===== src/design/vift_pkg.sv =====
// Shared types, codes and helpers for the VLAN ID filter and translate block.
// Used by vift_tables, vift_decide and vlan_id_filter_and_translate.
`default_nettype none

package vift_pkg;

  // Field widths
  localparam int VID_W = 12;
  localparam int IDX_W = 3;
  localparam int CMD_W = 2;
  localparam int ACT_W = 2;

  // Entries that an index field can address per direction
  localparam int IDX_SLOTS = 1 << IDX_W;

  // Default table depths per direction
  localparam int FILTER_DEPTH_DEF = 8;
  localparam int MAP_DEPTH_DEF    = 8;

  // Command codes
  localparam logic [CMD_W-1:0] CMD_FRAME    = 2'd0;
  localparam logic [CMD_W-1:0] CMD_FILT_WR  = 2'd1;
  localparam logic [CMD_W-1:0] CMD_MAP_WR   = 2'd2;

  // Tag action codes
  localparam logic [ACT_W-1:0] ACT_KEEP    = 2'd0;
  localparam logic [ACT_W-1:0] ACT_ADD     = 2'd1;
  localparam logic [ACT_W-1:0] ACT_REMOVE  = 2'd2;
  localparam logic [ACT_W-1:0] ACT_REWRITE = 2'd3;

  // Table write request
  typedef struct packed {
    logic             filt_we;
    logic             map_we;
    logic             dir;
    logic [IDX_W-1:0] idx;
    logic             valid;
    logic             from_tagged;
    logic [VID_W-1:0] from_vid;
    logic             to_tagged;
    logic [VID_W-1:0] to_vid;
  } table_wr_t;

  // Table lookup status for one candidate ID
  typedef struct packed {
    logic             filt_any;
    logic             filt_hit;
    logic             map_hit;
    logic             map_to_tagged;
    logic [VID_W-1:0] map_to_vid;
  } lookup_t;

  // Two untagged IDs match; tagged IDs match by value
  function automatic logic same_id(input logic ta, input logic [VID_W-1:0] va,
                                   input logic tb, input logic [VID_W-1:0] vb);
    return (ta == tb) && (!ta || (va == vb));
  endfunction

endpackage

`default_nettype wire


===== src/design/vift_tables.sv =====
// Filter and translation tables, per direction, with parallel lookup.
// Depends on vift_pkg for the write and lookup structs and same_id.
`default_nettype none

module vift_tables #(
  parameter int FILTER_DEPTH = vift_pkg::FILTER_DEPTH_DEF,
  parameter int MAP_DEPTH    = vift_pkg::MAP_DEPTH_DEF
) (
  input  wire logic                       clk,
  input  wire logic                       rst_n,
  input  wire vift_pkg::table_wr_t        wr,
  input  wire logic                       q_dir,
  input  wire logic                       q_tagged,
  input  wire logic [vift_pkg::VID_W-1:0] q_vid,
  output vift_pkg::lookup_t               lk
);

  // Only entries below the index range can ever be written
  localparam int FILT_N = (FILTER_DEPTH < vift_pkg::IDX_SLOTS) ? FILTER_DEPTH
                                                               : vift_pkg::IDX_SLOTS;
  localparam int MAP_N  = (MAP_DEPTH < vift_pkg::IDX_SLOTS) ? MAP_DEPTH
                                                            : vift_pkg::IDX_SLOTS;

  logic                       filt_vld_r [2][FILT_N];
  logic                       filt_tag_r [2][FILT_N];
  logic [vift_pkg::VID_W-1:0] filt_vid_r [2][FILT_N];

  logic                       map_vld_r     [2][MAP_N];
  logic                       map_from_tg_r [2][MAP_N];
  logic [vift_pkg::VID_W-1:0] map_from_vid_r[2][MAP_N];
  logic                       map_to_tg_r   [2][MAP_N];
  logic [vift_pkg::VID_W-1:0] map_to_vid_r  [2][MAP_N];

  // Valid bits: clear at reset, load on a matching write
  always_ff @(posedge clk) begin
    if (!rst_n) begin
      for (int d = 0; d < 2; d++) begin
        for (int i = 0; i < FILT_N; i++) filt_vld_r[d][i] <= 1'b0;
        for (int i = 0; i < MAP_N; i++)  map_vld_r[d][i]  <= 1'b0;
      end
    end else begin
      for (int i = 0; i < FILT_N; i++) begin
        if (wr.filt_we && (wr.idx == vift_pkg::IDX_W'(i))) begin
          filt_vld_r[wr.dir][i] <= wr.valid;
        end
      end
      for (int i = 0; i < MAP_N; i++) begin
        if (wr.map_we && (wr.idx == vift_pkg::IDX_W'(i))) begin
          map_vld_r[wr.dir][i] <= wr.valid;
        end
      end
    end
  end

  // Entry payload: no reset, gated by valid on read
  always_ff @(posedge clk) begin
    for (int i = 0; i < FILT_N; i++) begin
      if (wr.filt_we && (wr.idx == vift_pkg::IDX_W'(i))) begin
        filt_tag_r[wr.dir][i] <= wr.from_tagged;
        filt_vid_r[wr.dir][i] <= wr.from_vid;
      end
    end
    for (int i = 0; i < MAP_N; i++) begin
      if (wr.map_we && (wr.idx == vift_pkg::IDX_W'(i))) begin
        map_from_tg_r[wr.dir][i]  <= wr.from_tagged;
        map_from_vid_r[wr.dir][i] <= wr.from_vid;
        map_to_tg_r[wr.dir][i]    <= wr.to_tagged;
        map_to_vid_r[wr.dir][i]   <= wr.to_vid;
      end
    end
  end

  // Compare candidate against all entries; lowest map index wins
  always_comb begin
    lk = '0;
    for (int i = 0; i < FILT_N; i++) begin
      if (filt_vld_r[q_dir][i]) begin
        lk.filt_any = 1'b1;
        if (vift_pkg::same_id(filt_tag_r[q_dir][i], filt_vid_r[q_dir][i],
                              q_tagged, q_vid)) begin
          lk.filt_hit = 1'b1;
        end
      end
    end
    for (int i = MAP_N - 1; i >= 0; i--) begin
      if (map_vld_r[q_dir][i] &&
          vift_pkg::same_id(map_from_tg_r[q_dir][i], map_from_vid_r[q_dir][i],
                            q_tagged, q_vid)) begin
        lk.map_hit       = 1'b1;
        lk.map_to_tagged = map_to_tg_r[q_dir][i];
        lk.map_to_vid    = map_to_vid_r[q_dir][i];
      end
    end
  end

endmodule

`default_nettype wire


===== src/design/vift_decide.sv =====
// Forward/drop decision, ID translation and tag action for one frame.
// Depends on vift_pkg for the lookup struct, action codes and same_id.
`default_nettype none

module vift_decide (
  input  wire logic                       old_tagged,
  input  wire logic [vift_pkg::VID_W-1:0] old_vid,
  input  wire logic                       cand_tagged,
  input  wire logic [vift_pkg::VID_W-1:0] cand_vid,
  input  wire vift_pkg::lookup_t          lk,
  output logic                            accepted,
  output logic [vift_pkg::ACT_W-1:0]      action,
  output logic                            new_tagged,
  output logic [vift_pkg::VID_W-1:0]      new_vid
);

  logic                       xl_tagged;
  logic [vift_pkg::VID_W-1:0] xl_vid;

  // Empty filter accepts all
  assign accepted = !lk.filt_any || lk.filt_hit;

  // Translate on a map hit, else keep the candidate
  assign xl_tagged = lk.map_hit ? lk.map_to_tagged : cand_tagged;
  assign xl_vid    = lk.map_hit ? lk.map_to_vid    : cand_vid;

  // Resolve the tag action and report untagged IDs as zero
  always_comb begin
    action     = vift_pkg::ACT_KEEP;
    new_tagged = 1'b0;
    new_vid    = '0;
    if (accepted) begin
      new_tagged = xl_tagged;
      new_vid    = xl_tagged ? xl_vid : '0;
      if (!vift_pkg::same_id(xl_tagged, xl_vid, old_tagged, old_vid)) begin
        if (!old_tagged && xl_tagged) begin
          action = vift_pkg::ACT_ADD;
        end else if (old_tagged && !xl_tagged) begin
          action = vift_pkg::ACT_REMOVE;
        end else begin
          action = vift_pkg::ACT_REWRITE;
        end
      end
    end
  end

endmodule

`default_nettype wire


===== src/design/vlan_id_filter_and_translate.sv =====
// Top level of the VLAN ID filter and translate block: input register,
// tables, decision logic and result register. Depends on vift_pkg,
// vift_tables and vift_decide.
//
// Usage:
//   Items enter on start with the in_* fields; busy stays low, so an item is
//   transferred in every cycle that start is high. in_cmd selects a frame
//   decision, a filter entry write or a translation entry write; code 3 is
//   ignored. Each frame yields one result on the out_* ports for exactly one
//   cycle, marked by out_valid; writes and ignored items yield none.
//   A frame's result passes through the input register, then the result
//   register, before it shows on the out_* ports. Throughput: one item per
//   cycle, set by a combinational parallel compare over the eight-or-fewer
//   entries of each table. A table write takes effect for any item
//   transferred in a later cycle.
//   The tag_select register is written through cfg_valid/cfg_data; cfg_ready
//   is always high. Write it only while no frame is in flight.
//   Reset clears all table valid bits, tag_select and the pipeline valids.
//   The receiver cannot stall; results are never held back.
`default_nettype none

module vlan_id_filter_and_translate #(
  parameter int FILTER_DEPTH = vift_pkg::FILTER_DEPTH_DEF,
  parameter int MAP_DEPTH    = vift_pkg::MAP_DEPTH_DEF
) (
  input  wire logic                       clk,
  input  wire logic                       rst_n,
  // Input channel
  input  wire logic                       start,
  output logic                            busy,
  input  wire logic [vift_pkg::CMD_W-1:0] in_cmd,
  input  wire logic                       in_direction,
  input  wire logic [vift_pkg::IDX_W-1:0] in_index,
  input  wire logic                       in_old_tagged,
  input  wire logic [vift_pkg::VID_W-1:0] in_old_vid,
  input  wire logic                       in_req_present,
  input  wire logic [vift_pkg::VID_W-1:0] in_req_vid,
  input  wire logic                       in_entry_valid,
  input  wire logic                       in_entry_from_tagged,
  input  wire logic [vift_pkg::VID_W-1:0] in_entry_from_vid,
  input  wire logic                       in_entry_to_tagged,
  input  wire logic [vift_pkg::VID_W-1:0] in_entry_to_vid,
  // Result channel
  output logic                            out_valid,
  output logic                            out_accepted,
  output logic [vift_pkg::ACT_W-1:0]      out_tag_action,
  output logic                            out_tagged,
  output logic [vift_pkg::VID_W-1:0]      out_vid,
  output logic                            out_tag_kind,
  output logic                            out_direction,
  // Configuration channel
  input  wire logic                       cfg_valid,
  output logic                            cfg_ready,
  input  wire logic                       cfg_data
);

  logic                       s1_valid_r;
  logic [vift_pkg::CMD_W-1:0] s1_cmd_r;
  logic                       s1_dir_r;
  logic [vift_pkg::IDX_W-1:0] s1_idx_r;
  logic                       s1_old_tagged_r;
  logic [vift_pkg::VID_W-1:0] s1_old_vid_r;
  logic                       s1_req_present_r;
  logic [vift_pkg::VID_W-1:0] s1_req_vid_r;
  logic                       s1_e_valid_r;
  logic                       s1_e_from_tg_r;
  logic [vift_pkg::VID_W-1:0] s1_e_from_vid_r;
  logic                       s1_e_to_tg_r;
  logic [vift_pkg::VID_W-1:0] s1_e_to_vid_r;

  logic                       tag_sel_r;
  logic                       in_xfer;
  logic                       s1_frame;

  vift_pkg::table_wr_t        tbl_wr;
  vift_pkg::lookup_t          tbl_lk;
  logic                       cand_tagged;
  logic [vift_pkg::VID_W-1:0] cand_vid;

  logic                       dec_accepted;
  logic [vift_pkg::ACT_W-1:0] dec_action;
  logic                       dec_tagged;
  logic [vift_pkg::VID_W-1:0] dec_vid;

  logic                       out_valid_r;
  logic                       out_accepted_r;
  logic [vift_pkg::ACT_W-1:0] out_action_r;
  logic                       out_tagged_r;
  logic [vift_pkg::VID_W-1:0] out_vid_r;
  logic                       out_kind_r;
  logic                       out_dir_r;

  assign busy      = 1'b0;
  assign cfg_ready = 1'b1;
  assign in_xfer   = start && !busy;

  // Hold tag select until the next configuration transfer
  always_ff @(posedge clk) begin
    if (!rst_n) begin
      tag_sel_r <= 1'b0;
    end else if (cfg_valid && cfg_ready) begin
      tag_sel_r <= cfg_data;
    end
  end

  // Capture each transferred item in the input register
  always_ff @(posedge clk) begin
    if (!rst_n) begin
      s1_valid_r <= 1'b0;
    end else begin
      s1_valid_r <= in_xfer;
    end
  end

  always_ff @(posedge clk) begin
    if (in_xfer) begin
      s1_cmd_r         <= in_cmd;
      s1_dir_r         <= in_direction;
      s1_idx_r         <= in_index;
      s1_old_tagged_r  <= in_old_tagged;
      s1_old_vid_r     <= in_old_vid;
      s1_req_present_r <= in_req_present;
      s1_req_vid_r     <= in_req_vid;
      s1_e_valid_r     <= in_entry_valid;
      s1_e_from_tg_r   <= in_entry_from_tagged;
      s1_e_from_vid_r  <= in_entry_from_vid;
      s1_e_to_tg_r     <= in_entry_to_tagged;
      s1_e_to_vid_r    <= in_entry_to_vid;
    end
  end

  // Decode table writes from the input register
  always_comb begin
    tbl_wr             = '0;
    tbl_wr.filt_we     = s1_valid_r && (s1_cmd_r == vift_pkg::CMD_FILT_WR);
    tbl_wr.map_we      = s1_valid_r && (s1_cmd_r == vift_pkg::CMD_MAP_WR);
    tbl_wr.dir         = s1_dir_r;
    tbl_wr.idx         = s1_idx_r;
    tbl_wr.valid       = s1_e_valid_r;
    tbl_wr.from_tagged = s1_e_from_tg_r;
    tbl_wr.from_vid    = s1_e_from_vid_r;
    tbl_wr.to_tagged   = s1_e_to_tg_r;
    tbl_wr.to_vid      = s1_e_to_vid_r;
  end

  assign s1_frame = s1_valid_r && (s1_cmd_r == vift_pkg::CMD_FRAME);

  // Requested ID overrides the frame's own
  assign cand_tagged = s1_req_present_r ? 1'b1 : s1_old_tagged_r;
  assign cand_vid    = s1_req_present_r ? s1_req_vid_r : s1_old_vid_r;

  vift_tables #(
    .FILTER_DEPTH (FILTER_DEPTH),
    .MAP_DEPTH    (MAP_DEPTH)
  ) u_tables (
    .clk      (clk),
    .rst_n    (rst_n),
    .wr       (tbl_wr),
    .q_dir    (s1_dir_r),
    .q_tagged (cand_tagged),
    .q_vid    (cand_vid),
    .lk       (tbl_lk)
  );

  vift_decide u_decide (
    .old_tagged  (s1_old_tagged_r),
    .old_vid     (s1_old_vid_r),
    .cand_tagged (cand_tagged),
    .cand_vid    (cand_vid),
    .lk          (tbl_lk),
    .accepted    (dec_accepted),
    .action      (dec_action),
    .new_tagged  (dec_tagged),
    .new_vid     (dec_vid)
  );

  // Register the result of each frame for one strobe cycle
  always_ff @(posedge clk) begin
    if (!rst_n) begin
      out_valid_r <= 1'b0;
    end else begin
      out_valid_r <= s1_frame;
    end
  end

  always_ff @(posedge clk) begin
    if (s1_frame) begin
      out_accepted_r <= dec_accepted;
      out_action_r   <= dec_action;
      out_tagged_r   <= dec_tagged;
      out_vid_r      <= dec_vid;
      out_kind_r     <= tag_sel_r;
      out_dir_r      <= s1_dir_r;
    end
  end

  assign out_valid      = out_valid_r;
  assign out_accepted   = out_accepted_r;
  assign out_tag_action = out_action_r;
  assign out_tagged     = out_tagged_r;
  assign out_vid        = out_vid_r;
  assign out_tag_kind   = out_kind_r;
  assign out_direction  = out_dir_r;

  // A result comes only from a frame held in the input register last cycle
  a_result_from_frame: assert property (@(posedge clk) disable iff (!rst_n)
    out_valid |-> $past(s1_valid_r && (s1_cmd_r == vift_pkg::CMD_FRAME)))
    else $error("result strobe without a frame in the input register");

  // A frame in the input register always gives a result next cycle
  a_frame_to_result: assert property (@(posedge clk) disable iff (!rst_n)
    (s1_valid_r && (s1_cmd_r == vift_pkg::CMD_FRAME)) |=> out_valid)
    else $error("frame lost between input and result registers");

  // Dropped frames carry no tag and keep action
  a_drop_clean: assert property (@(posedge clk) disable iff (!rst_n)
    (out_valid && !out_accepted) |->
      (out_tag_action == vift_pkg::ACT_KEEP) && !out_tagged && (out_vid == '0))
    else $error("dropped frame reports a tag or action");

  // Untagged results report ID zero and never add or rewrite
  a_untagged_zero: assert property (@(posedge clk) disable iff (!rst_n)
    (out_valid && !out_tagged) |->
      (out_vid == '0) && (out_tag_action != vift_pkg::ACT_ADD) &&
      (out_tag_action != vift_pkg::ACT_REWRITE))
    else $error("untagged result with nonzero ID or tagging action");

endmodule

`default_nettype wire

===== config.mk =====
export PLATFORM = sky130hd
export DESIGN_NAME = vlan_id_filter_and_translate
export DESIGN_NICKNAME = d
export VERILOG_FILES = /design/src/design/vift_pkg.sv /design/src/design/vift_tables.sv /design/src/design/vift_decide.sv /design/src/design/vlan_id_filter_and_translate.sv
export SDC_FILE = /design/constraint.sdc
export NUM_CORES = 1
export LEC_CHECK = 0
export BUFFER_PORTS_ARGS = -buffer_cell sky130_fd_sc_hd__buf_2
export CAP_MARGIN = 20
export CORE_ASPECT_RATIO = 2
export CORE_MARGIN = 1
export CORE_UTILIZATION = 40
export CTS_CLUSTER_SIZE = 8
export DETAILED_ROUTE_END_ITERATION = 10
export GPL_TIMING_DRIVEN = 0
export PLACE_DENSITY = 0.58
export SLEW_MARGIN = 20
export SYNTH_ARGS = -nofsm -noshare
export SYNTH_HDL_FRONTEND = slang
export SYNTH_SLANG_ARGS = --single-unit
export TNS_END_PERCENT = 100

===== constraint.sdc =====
create_clock -name clk -period 7.6 [get_ports clk]
set_input_delay 0.76 -clock clk [delete_from_list [all_inputs] [get_ports clk]]
set_output_delay 0.76 -clock clk [all_outputs]
set_load 0.01 [all_outputs]

* Yosys cells after proc, flatten, opt, wreduce, memory -nomap -nowiden
Memories as Yosys holds them, arrays and structs flattened. A register that Yosys moved wholly into a read port is not among the register bits.
Index checks and enable logic that the tools add are counted.
** Word-level totals
- Input port bits :: 64
- Flip-flop bits (word level) :: 80
- RAM bits :: 656
- Memory bits (read-only) :: 0
- Memories :: 8
- Latch bits :: 0
** Cells by class
- Equality and inequality tests :: 43
- Mux-type cells :: 109
- Shift operators :: 0
- Magnitude comparators :: 0
- $add $sub $neg :: 0
- Bitwise gates (word level) :: 1
- Div/mod/pow operators :: 0
- Reductions and logical operators :: 90
- Multiply operators :: 0
** Memory list
- u_tables.filt_vid_r :: depth 2, bits a word 96, rd ports 1, clocked after memory_dff 1, write ports 1, RTL line vift_tables.sv:26 : logic [vift_pkg::VID_W-1:0] filt_vid_r [2][FILT_N];
- u_tables.map_from_vid_r :: depth 2, bits a word 96, rd ports 1, clocked after memory_dff 1, write ports 1, RTL line vift_tables.sv:30 : logic [vift_pkg::VID_W-1:0] map_from_vid_r[2][MAP_N];
- u_tables.map_to_vid_r :: depth 2, bits a word 96, rd ports 1, clocked after memory_dff 1, write ports 1, RTL line vift_tables.sv:32 : logic [vift_pkg::VID_W-1:0] map_to_vid_r [2][MAP_N];
- u_tables.filt_tag_r :: depth 2, bits a word 8, rd ports 1, clocked after memory_dff 1, write ports 1, RTL line vift_tables.sv:25 : logic filt_tag_r [2][FILT_N];
- u_tables.filt_vld_r :: depth 2, bits a word 8, rd ports 1, clocked after memory_dff 1, write ports 2, RTL line vift_tables.sv:24 : logic filt_vld_r [2][FILT_N];
- u_tables.map_from_tg_r :: depth 2, bits a word 8, rd ports 1, clocked after memory_dff 1, write ports 1, RTL line vift_tables.sv:29 : logic map_from_tg_r [2][MAP_N];
- +2 memories
** Operators with widths (count)
- 12-bit equality test :: 17
- 14-bit two-way mux :: 8
- 1-bit two-way mux :: 87
- 1-bit logical AND :: 46
- 8-bit two-way mux :: 4
- 12-bit two-way mux :: 2
- 1-bit logical NOT :: 19
- 1-bit logical OR :: 18
- 1-bit equality test :: 17
- 2-bit two-way mux :: 8
- 8-bit OR reduction :: 2
- 3-bit equality test, second input constant :: 4
- 3-bit by 2-bit equality test with 1-bit output, second input constant :: 2
- 3-bit by 1-bit equality test with 1-bit output, second input constant :: 1
- 3-bit logical NOT :: 1
- 3-bit OR reduction :: 1
- 2-bit by 1-bit equality test with 1-bit output, second input constant :: 1
- 2-bit equality test, second input constant :: 1
- 2-bit logical NOT :: 1
- 2-bit AND reduction :: 1
- 2-bit OR reduction :: 1
- 1-bit NOT :: 1

* Logic depth before layout (Yosys ltp)
- Word-level depth :: 24
- Mapped depth :: 24
- Gate-level depth less buffers :: 18

* By module
A second synthesis with hierarchy kept.
** Unflattened totals
- Cells, all modules :: 1768
- Area, all modules :: 30302.8 um2
** By module, submodules not included
- vift_tables :: instances 1, sequential area each 19678.9 um2, area each 27256.1 um2, cells each 1611
- vlan_id_filter_and_translate :: instances 1, sequential area each 2372.3 um2, area each 2635.0 um2, cells each 105
- vift_decide :: instances 1, sequential area each 0.0 um2, area each 411.6 um2, cells each 52

* Worst setup path before layout
OpenSTA, ideal clock, no wires.
- Path type :: reg2reg
- Start :: register s1_req_present_r
- End :: register out_action_r (netlist bit out_tag_action[0]), data pin
- Path slack :: 3.228 ns
- Period minus slack after synthesis :: 4.372 ns
- Buffers on the path :: 3
- Stages on the path, launching flop included :: 22
- Data required time :: 7.331 ns
- Data arrival time :: 4.103 ns
- Path through :: edfxtp_1 -> buf_6 -> buf_12 -> mux2i_4 -> xnor2_1 -> nand4_1 -> or4b_1 -> o221ai_1 -> buf_6 -> o221ai_1 -> a21oi_1 -> o221ai_1 -> a31oi_1 -> a21o_1 -> inv_1 -> ha_1 -> inv_1 -> a211o_1 -> a211oi_1 -> nand4_1 -> nor4_2 -> a211oi_1
** Between the ends
- Elaborated cells on any way between the ends :: 112
- Classes of those cells :: eq/ne: 34; mux: 30; bitwise: 1; reduce/logical: 47
** RTL lines
- start: declaration :: RTL line vlan_id_filter_and_translate.sv:63 : logic s1_req_present_r;
- start signal: assignment :: RTL line vlan_id_filter_and_translate.sv:122 : s1_req_present_r <= in_req_present;
- 12-bit two-way mux :: RTL line vlan_id_filter_and_translate.sv:150 : assign cand_vid = s1_req_present_r ? s1_req_vid_r : s1_old_vid_r;
- 12-bit equality test :: RTL line vift_pkg.sv:56 : return (ta == tb) && (!ta || (va == vb));
- 1-bit logical OR :: RTL line vift_pkg.sv:56
- 1-bit logical AND :: RTL line vift_pkg.sv:56
- 1-bit logical AND :: RTL line vift_tables.sv:86 : if (map_vld_r[q_dir][i] &&
- 14-bit two-way mux (8 in a row) :: RTL line vift_tables.sv:86
- 1-bit two-way mux (*) :: RTL line vift_decide.sv:24 : assign xl_tagged = lk.map_hit ? lk.map_to_tagged : cand_tagged;
- via u_decide.xl_tagged :: RTL line vift_decide.sv:17 : logic xl_tagged;
- 1-bit logical NOT :: RTL line vift_pkg.sv:56, vift_decide.sv:38
- 1-bit logical AND or 1-bit logical OR (tied branches) :: RTL line vift_decide.sv:38, vift_pkg.sv:56
- 1-bit two-way mux or 1-bit logical AND (tied branches) :: RTL line vift_decide.sv:38, vift_pkg.sv:56
- 1-bit two-way mux or 2-bit OR reduction (tied branches)
- end signal: assignment :: RTL line vlan_id_filter_and_translate.sv:189 : out_action_r <= dec_action;
- end: declaration :: RTL line vlan_id_filter_and_translate.sv:87 : logic [vift_pkg::ACT_W-1:0] out_action_r;
Mark *: on every way through the listed nets, which the timed path passes. The rest lies on a longest branch.
A chain may end at the register's enable or synchronous reset.

* Worst setup path after layout
Same ends and word-level chain as after synthesis.

==> impl_metrics.py <==
metrics = {
    "place": {
        "place_area_mm2": 0.03356,
        "port_buffers": 81,
        "dp_hpwl_mm": 67.91,
        "gp_congestion": 1.016,
        "post-place-ws_ps": 1379,
    },
    "clock_tree": {
        "cts.sinks": 737,
        "ctsHoldBuffers": 0,
        "numCtsBuffers": 102,
        "clockBufferDepth": 3,
        "h-tree-depth": 3,
        "cts_tree": "done",
        "postCtsSetupRepairBufs": 0,
        "postCtsResizedCells": 0,
        "clk_transition_reported_paths_ps": 50,
        "clk_latency_ps": 670,
        "cts-root-buf": "clkbuf_16",
    },
    "timing": {
        "rsz0062_at_grt": "no",
        "setup_slack_ps": 1225,
        "hold_violations": 0,
        "final.period_utilization": 0.8389,
        "skew_ps": 30.84,
        "relSlewSlack": 0.2239,
        "maxSlewViolCount": 0,
        "setup-violations-final": 0,
        "fmax_mhz": 156.9,
        "setup_tns_ps": 0,
        "worstMarginPinSlew_ps": 1164,
        "min_period_ps": 6375,
    },
    "layout": {
        "stdcell_area_mm2": 0.03633,
        "final_util": 0.4778,
        "final_common_cell": "edfxtp_1",
        "syn_to_final_growth_pct": 17.85,
        "drive_above_1_share": 0.1843,
        "fin_nets": 2159,
        "antenna_cells": 0,
        "final_cell_mix": "731 x edfxtp_1, 289 x mux2i_1, 124 x xnor2_1",
    },
    "synth": {
        "syn_inst": 1849,
        "async_flop_share": 0,
        "synth_top_cells_by_area": "edfxtp_1 71%, mux2i_1 9.4%, xnor2_1 3.5%, xor2_1 2.0%, nor2_1 0.94%",
        "ys.warnings.count": 0,
        "ys_types": 78,
        "syn_area_mm2": 0.03083,
        "ys.flop_type": "edfxtp_1",
        "post-synth-top-area-cell": "edfxtp_1",
        "syn-num-nets": 1915,
        "synth_edf_count": 731,
        "synth_top_area_share": 0.7120,
        "synth-seq-cells": 737,
        "syn_avg_cell_area_um2": 16.67,
        "ys_seq_area_frac": 0.7159,
    },
    "drt": {
        "wire_per_inst_um": 30.56,
        "first_pass_iters": 6,
        "drc_errors": 0,
        "ant_nets": 0,
        "dr.first_iter.drc_count": 1585,
        "vias": 17780,
        "viasPerCell": 5.657,
        "wirelength_mm": 96.03,
    },
    "setup_path": {
        "end_kind": "flip-flop",
        "worstSetupPathType": "reg2reg",
        "ff2ff_path_depth": 22,
        "cpPeakStageDelay_ps": 750,
        "critPathMaxFanout": 10,
        "rrSetupSlack_ps": 1220,
        "crit_chain": "buf_6 > buf_12 > mux2i_4 > buf_4 > xor2_1 > nor4_1 > nand4_1 > nand2_1 > buf_2 > nor2_1 > nand2_1 > o221ai_1 > a31oi_1 > a21o_1 > inv_1 > ha_1 > inv_1 > a211o_1 > a211oi_1 > nand4_1 > nor4_2 > a211oi_1",
        "crit_path_start_kind": "flip-flop",
        "r2r_start": "s1_req_present_r$_DFFE_PP_",
        "cpMaxStageDelayCell": "mux2i_4",
        "required_ps": 7970,
        "cp.arrival_ps": 6750,
        "rr_endpoint": "out_tag_action[0]$_SDFFCE_PP0P_",
    },
    "power_and_ir_drop": {
        "powerDensity_mw_per_mm2": 267.4,
        "combPwrFrac": 0.101,
        "power_frac_clock": 0.420,
        "p_switching_uw": 2340,
        "peakVddDrop_mv": 0.1812,
        "p_leak_uw": 0.01235,
        "swShare": 0.2408,
        "p_int_uw": 7376,
        "pwr-share-seq": 0.479,
    },
    "floorplan": {
        "die_h_um": 394.6,
        "io_pins": 85,
        "fp.coreArea_mm2": 0.07604,
        "start_util": 0.4054,
        "die-area_mm2": 0.07825,
        "row_count": 143,
        "die_x_um": 198.3,
    },
    "grt": {
        "grt-ovfl-total": 0,
        "grt_start_max_net_pins": 41,
        "grt_use_total": 0.2495,
        "grt_pass1_vias": 18640,
        "antenna_found_initial": 0,
        "grt_pass1_wl_mm": 133.8,
    },
    "min_path": {
        "hold_class": "in2reg",
        "worstHoldPathCells": 1,
        "hold_start": "in_entry_to_vid[7]",
        "hold_path_end": "s1_e_to_vid_r[7]$_DFFE_PP_",
    },
    "flow_run": {
        "cap_violations": 0,
    },
    "status": {
        "outcome": "complete, no violations",
    },
}
==> kinds of logic (layout without fill, tap and decap cells) <==
kind of cell,after synthesis,after routing,share of synthesized area
AOI/OAI and AO/OA,183,183,0.04148
muxes,323,323,0.1103
buffers and inverters,96,374,0.02208
and+or+nand+nor,310,310,0.05349
DFF,737,737,0.7159
adders and majority gates,2,2,0.0008116
xor gates and xnor gates,196,196,0.05568
other,2,2,0.0002436
==> per-stage QoR <==
step           std cells  total power, µW  hold WS, ps
3_3_place_gp        2945             5651        415.2
6_report            3142             9716        267.6
4_1_cts             3142             9768        226.5
3_5_place_dp        3004             5704        421.0
2_1_floorplan       1849             5259        407.6
5_1_grt             3142             9952        249.7
==> power by group through the flow <==
stage	combinational, µW	sequential, µW	clock (µW)
3_5_place_dp	978	4730	0
5_1_grt	1020	4650	4280
4_1_cts	983	4650	4140
3_3_place_gp	868	4780	0
2_1_floorplan	556	4700	0
6_report	984	4650	4080
==> per-layer routing <==
| metal | vias up | wire length (µm) | track usage |
|---|---|---|---|
| met2 | 756 | 52220 | 0.4645 |
| met3 | 326 | 4822 | 0.04341 |
| met5 | - | 0 | 0 |
| met1 | 9075 | 31570 | 0.2459 |
| met4 | 0 | 7418 | 0.1708 |
| li1 | 7618 | - | - |
==> critical path, delay by kind of cell, from the launching register on <==
| family | cells | cell delay, ps |
|---|---|---|
| simple gates | 7 | 1930 |
| buf+inv | 6 | 1310 |
| compound gates | 6 | 1240 |
| mux | 1 | 750 |
| flops | 1 | 350 |
| fa+ha+maj | 1 | 300 |
| xor+xnor | 1 | 130 |
==> layout make-up <==
class | count | area [µm²]
Fill cell | 6465 | 39710
Sequential cell | 737 | 22070
Multi-Input combinational cell | 1016 | 8242
Clock buffer | 137 | 2748
Timing Repair Buffer | 140 | 1303
Tap cell | 1015 | 1270
Buffer | 83 | 639.4
Inverter | 13 | 48.80
Clock inverter | 1 | 8.758
==> flip-flops by register name, indices dropped and copies added (netlist names), 2 cells and up, named ones only <==
name	cells
u_tables.map_from_tg_r	16
s1_e_from_vid_r	12
u_tables.map_from_vid_r	192
u_tables.map_to_tg_r	16
s1_e_to_vid_r	12
u_tables.map_to_vid_r	192
s1_cmd_r	2
s1_old_vid_r	12
out_tag_action	2
s1_req_vid_r	12
s1_idx_r	3
u_tables.map_vld_r	16
u_tables.filt_vid_r	192
out_vid	12
u_tables.filt_vld_r	16
u_tables.filt_tag_r	16
==> worst max-delay path by stage <==
stage                                     startpoint                                      to  slack [ps]  cells past startpoint
after detailed placement  s1_req_present_r$_DFFE_PP_         out_tag_action[0]$_SDFFCE_PP0P_        1380                     22
after CTS                 s1_req_present_r$_DFFE_PP_         out_tag_action[0]$_SDFFCE_PP0P_        1370                     22
final                     s1_req_present_r$_DFFE_PP_         out_tag_action[0]$_SDFFCE_PP0P_        1220                     22
after global routing      s1_req_present_r$_DFFE_PP_         out_tag_action[0]$_SDFFCE_PP0P_        1090                     22
after global placement         s1_idx_r[2]$_DFFE_PP_  u_tables.map_vld_r[0][3]$_SDFFCE_PN0P_        1340                      4
after floorplan           s1_req_present_r$_DFFE_PP_         out_tag_action[0]$_SDFFCE_PP0P_        3230                     21
==> Yosys cell counts (4+ instances only) <==
| library cell | n |
|---|---|
| a22oi_1 | 14 |
| edfxtp_1 | 731 |
| nand3b_1 | 5 |
| a221oi_1 | 8 |
| o21ai_0 | 52 |
| a211oi_1 | 10 |
| mux2_2 | 23 |
| a21o_1 | 4 |
| xor2_1 | 72 |
| o211ai_1 | 7 |
| nor2_1 | 77 |
| o22ai_1 | 12 |
| buf_1 | 4 |
| dfxtp_1 | 6 |
| buf_12 | 4 |
| nand4_1 | 31 |
| o221ai_1 | 10 |
| inv_1 | 13 |
| nand2_1 | 52 |
| nor4_2 | 5 |
| and2_1 | 7 |
| o32ai_1 | 4 |
| nand2b_1 | 11 |
| or3_1 | 8 |
| buf_4 | 15 |
| mux2i_1 | 289 |
| a222oi_1 | 5 |
| mux2i_4 | 11 |
| buf_2 | 12 |
| xnor2_1 | 124 |
| nand3_1 | 32 |
| buf_6 | 20 |
| a21oi_1 | 23 |
| nor4_1 | 18 |
| clkbuf_1 | 25 |
| nor2b_1 | 8 |
| nor3_1 | 33 |
No activity file was read; power rests on OpenSTA's default activity.
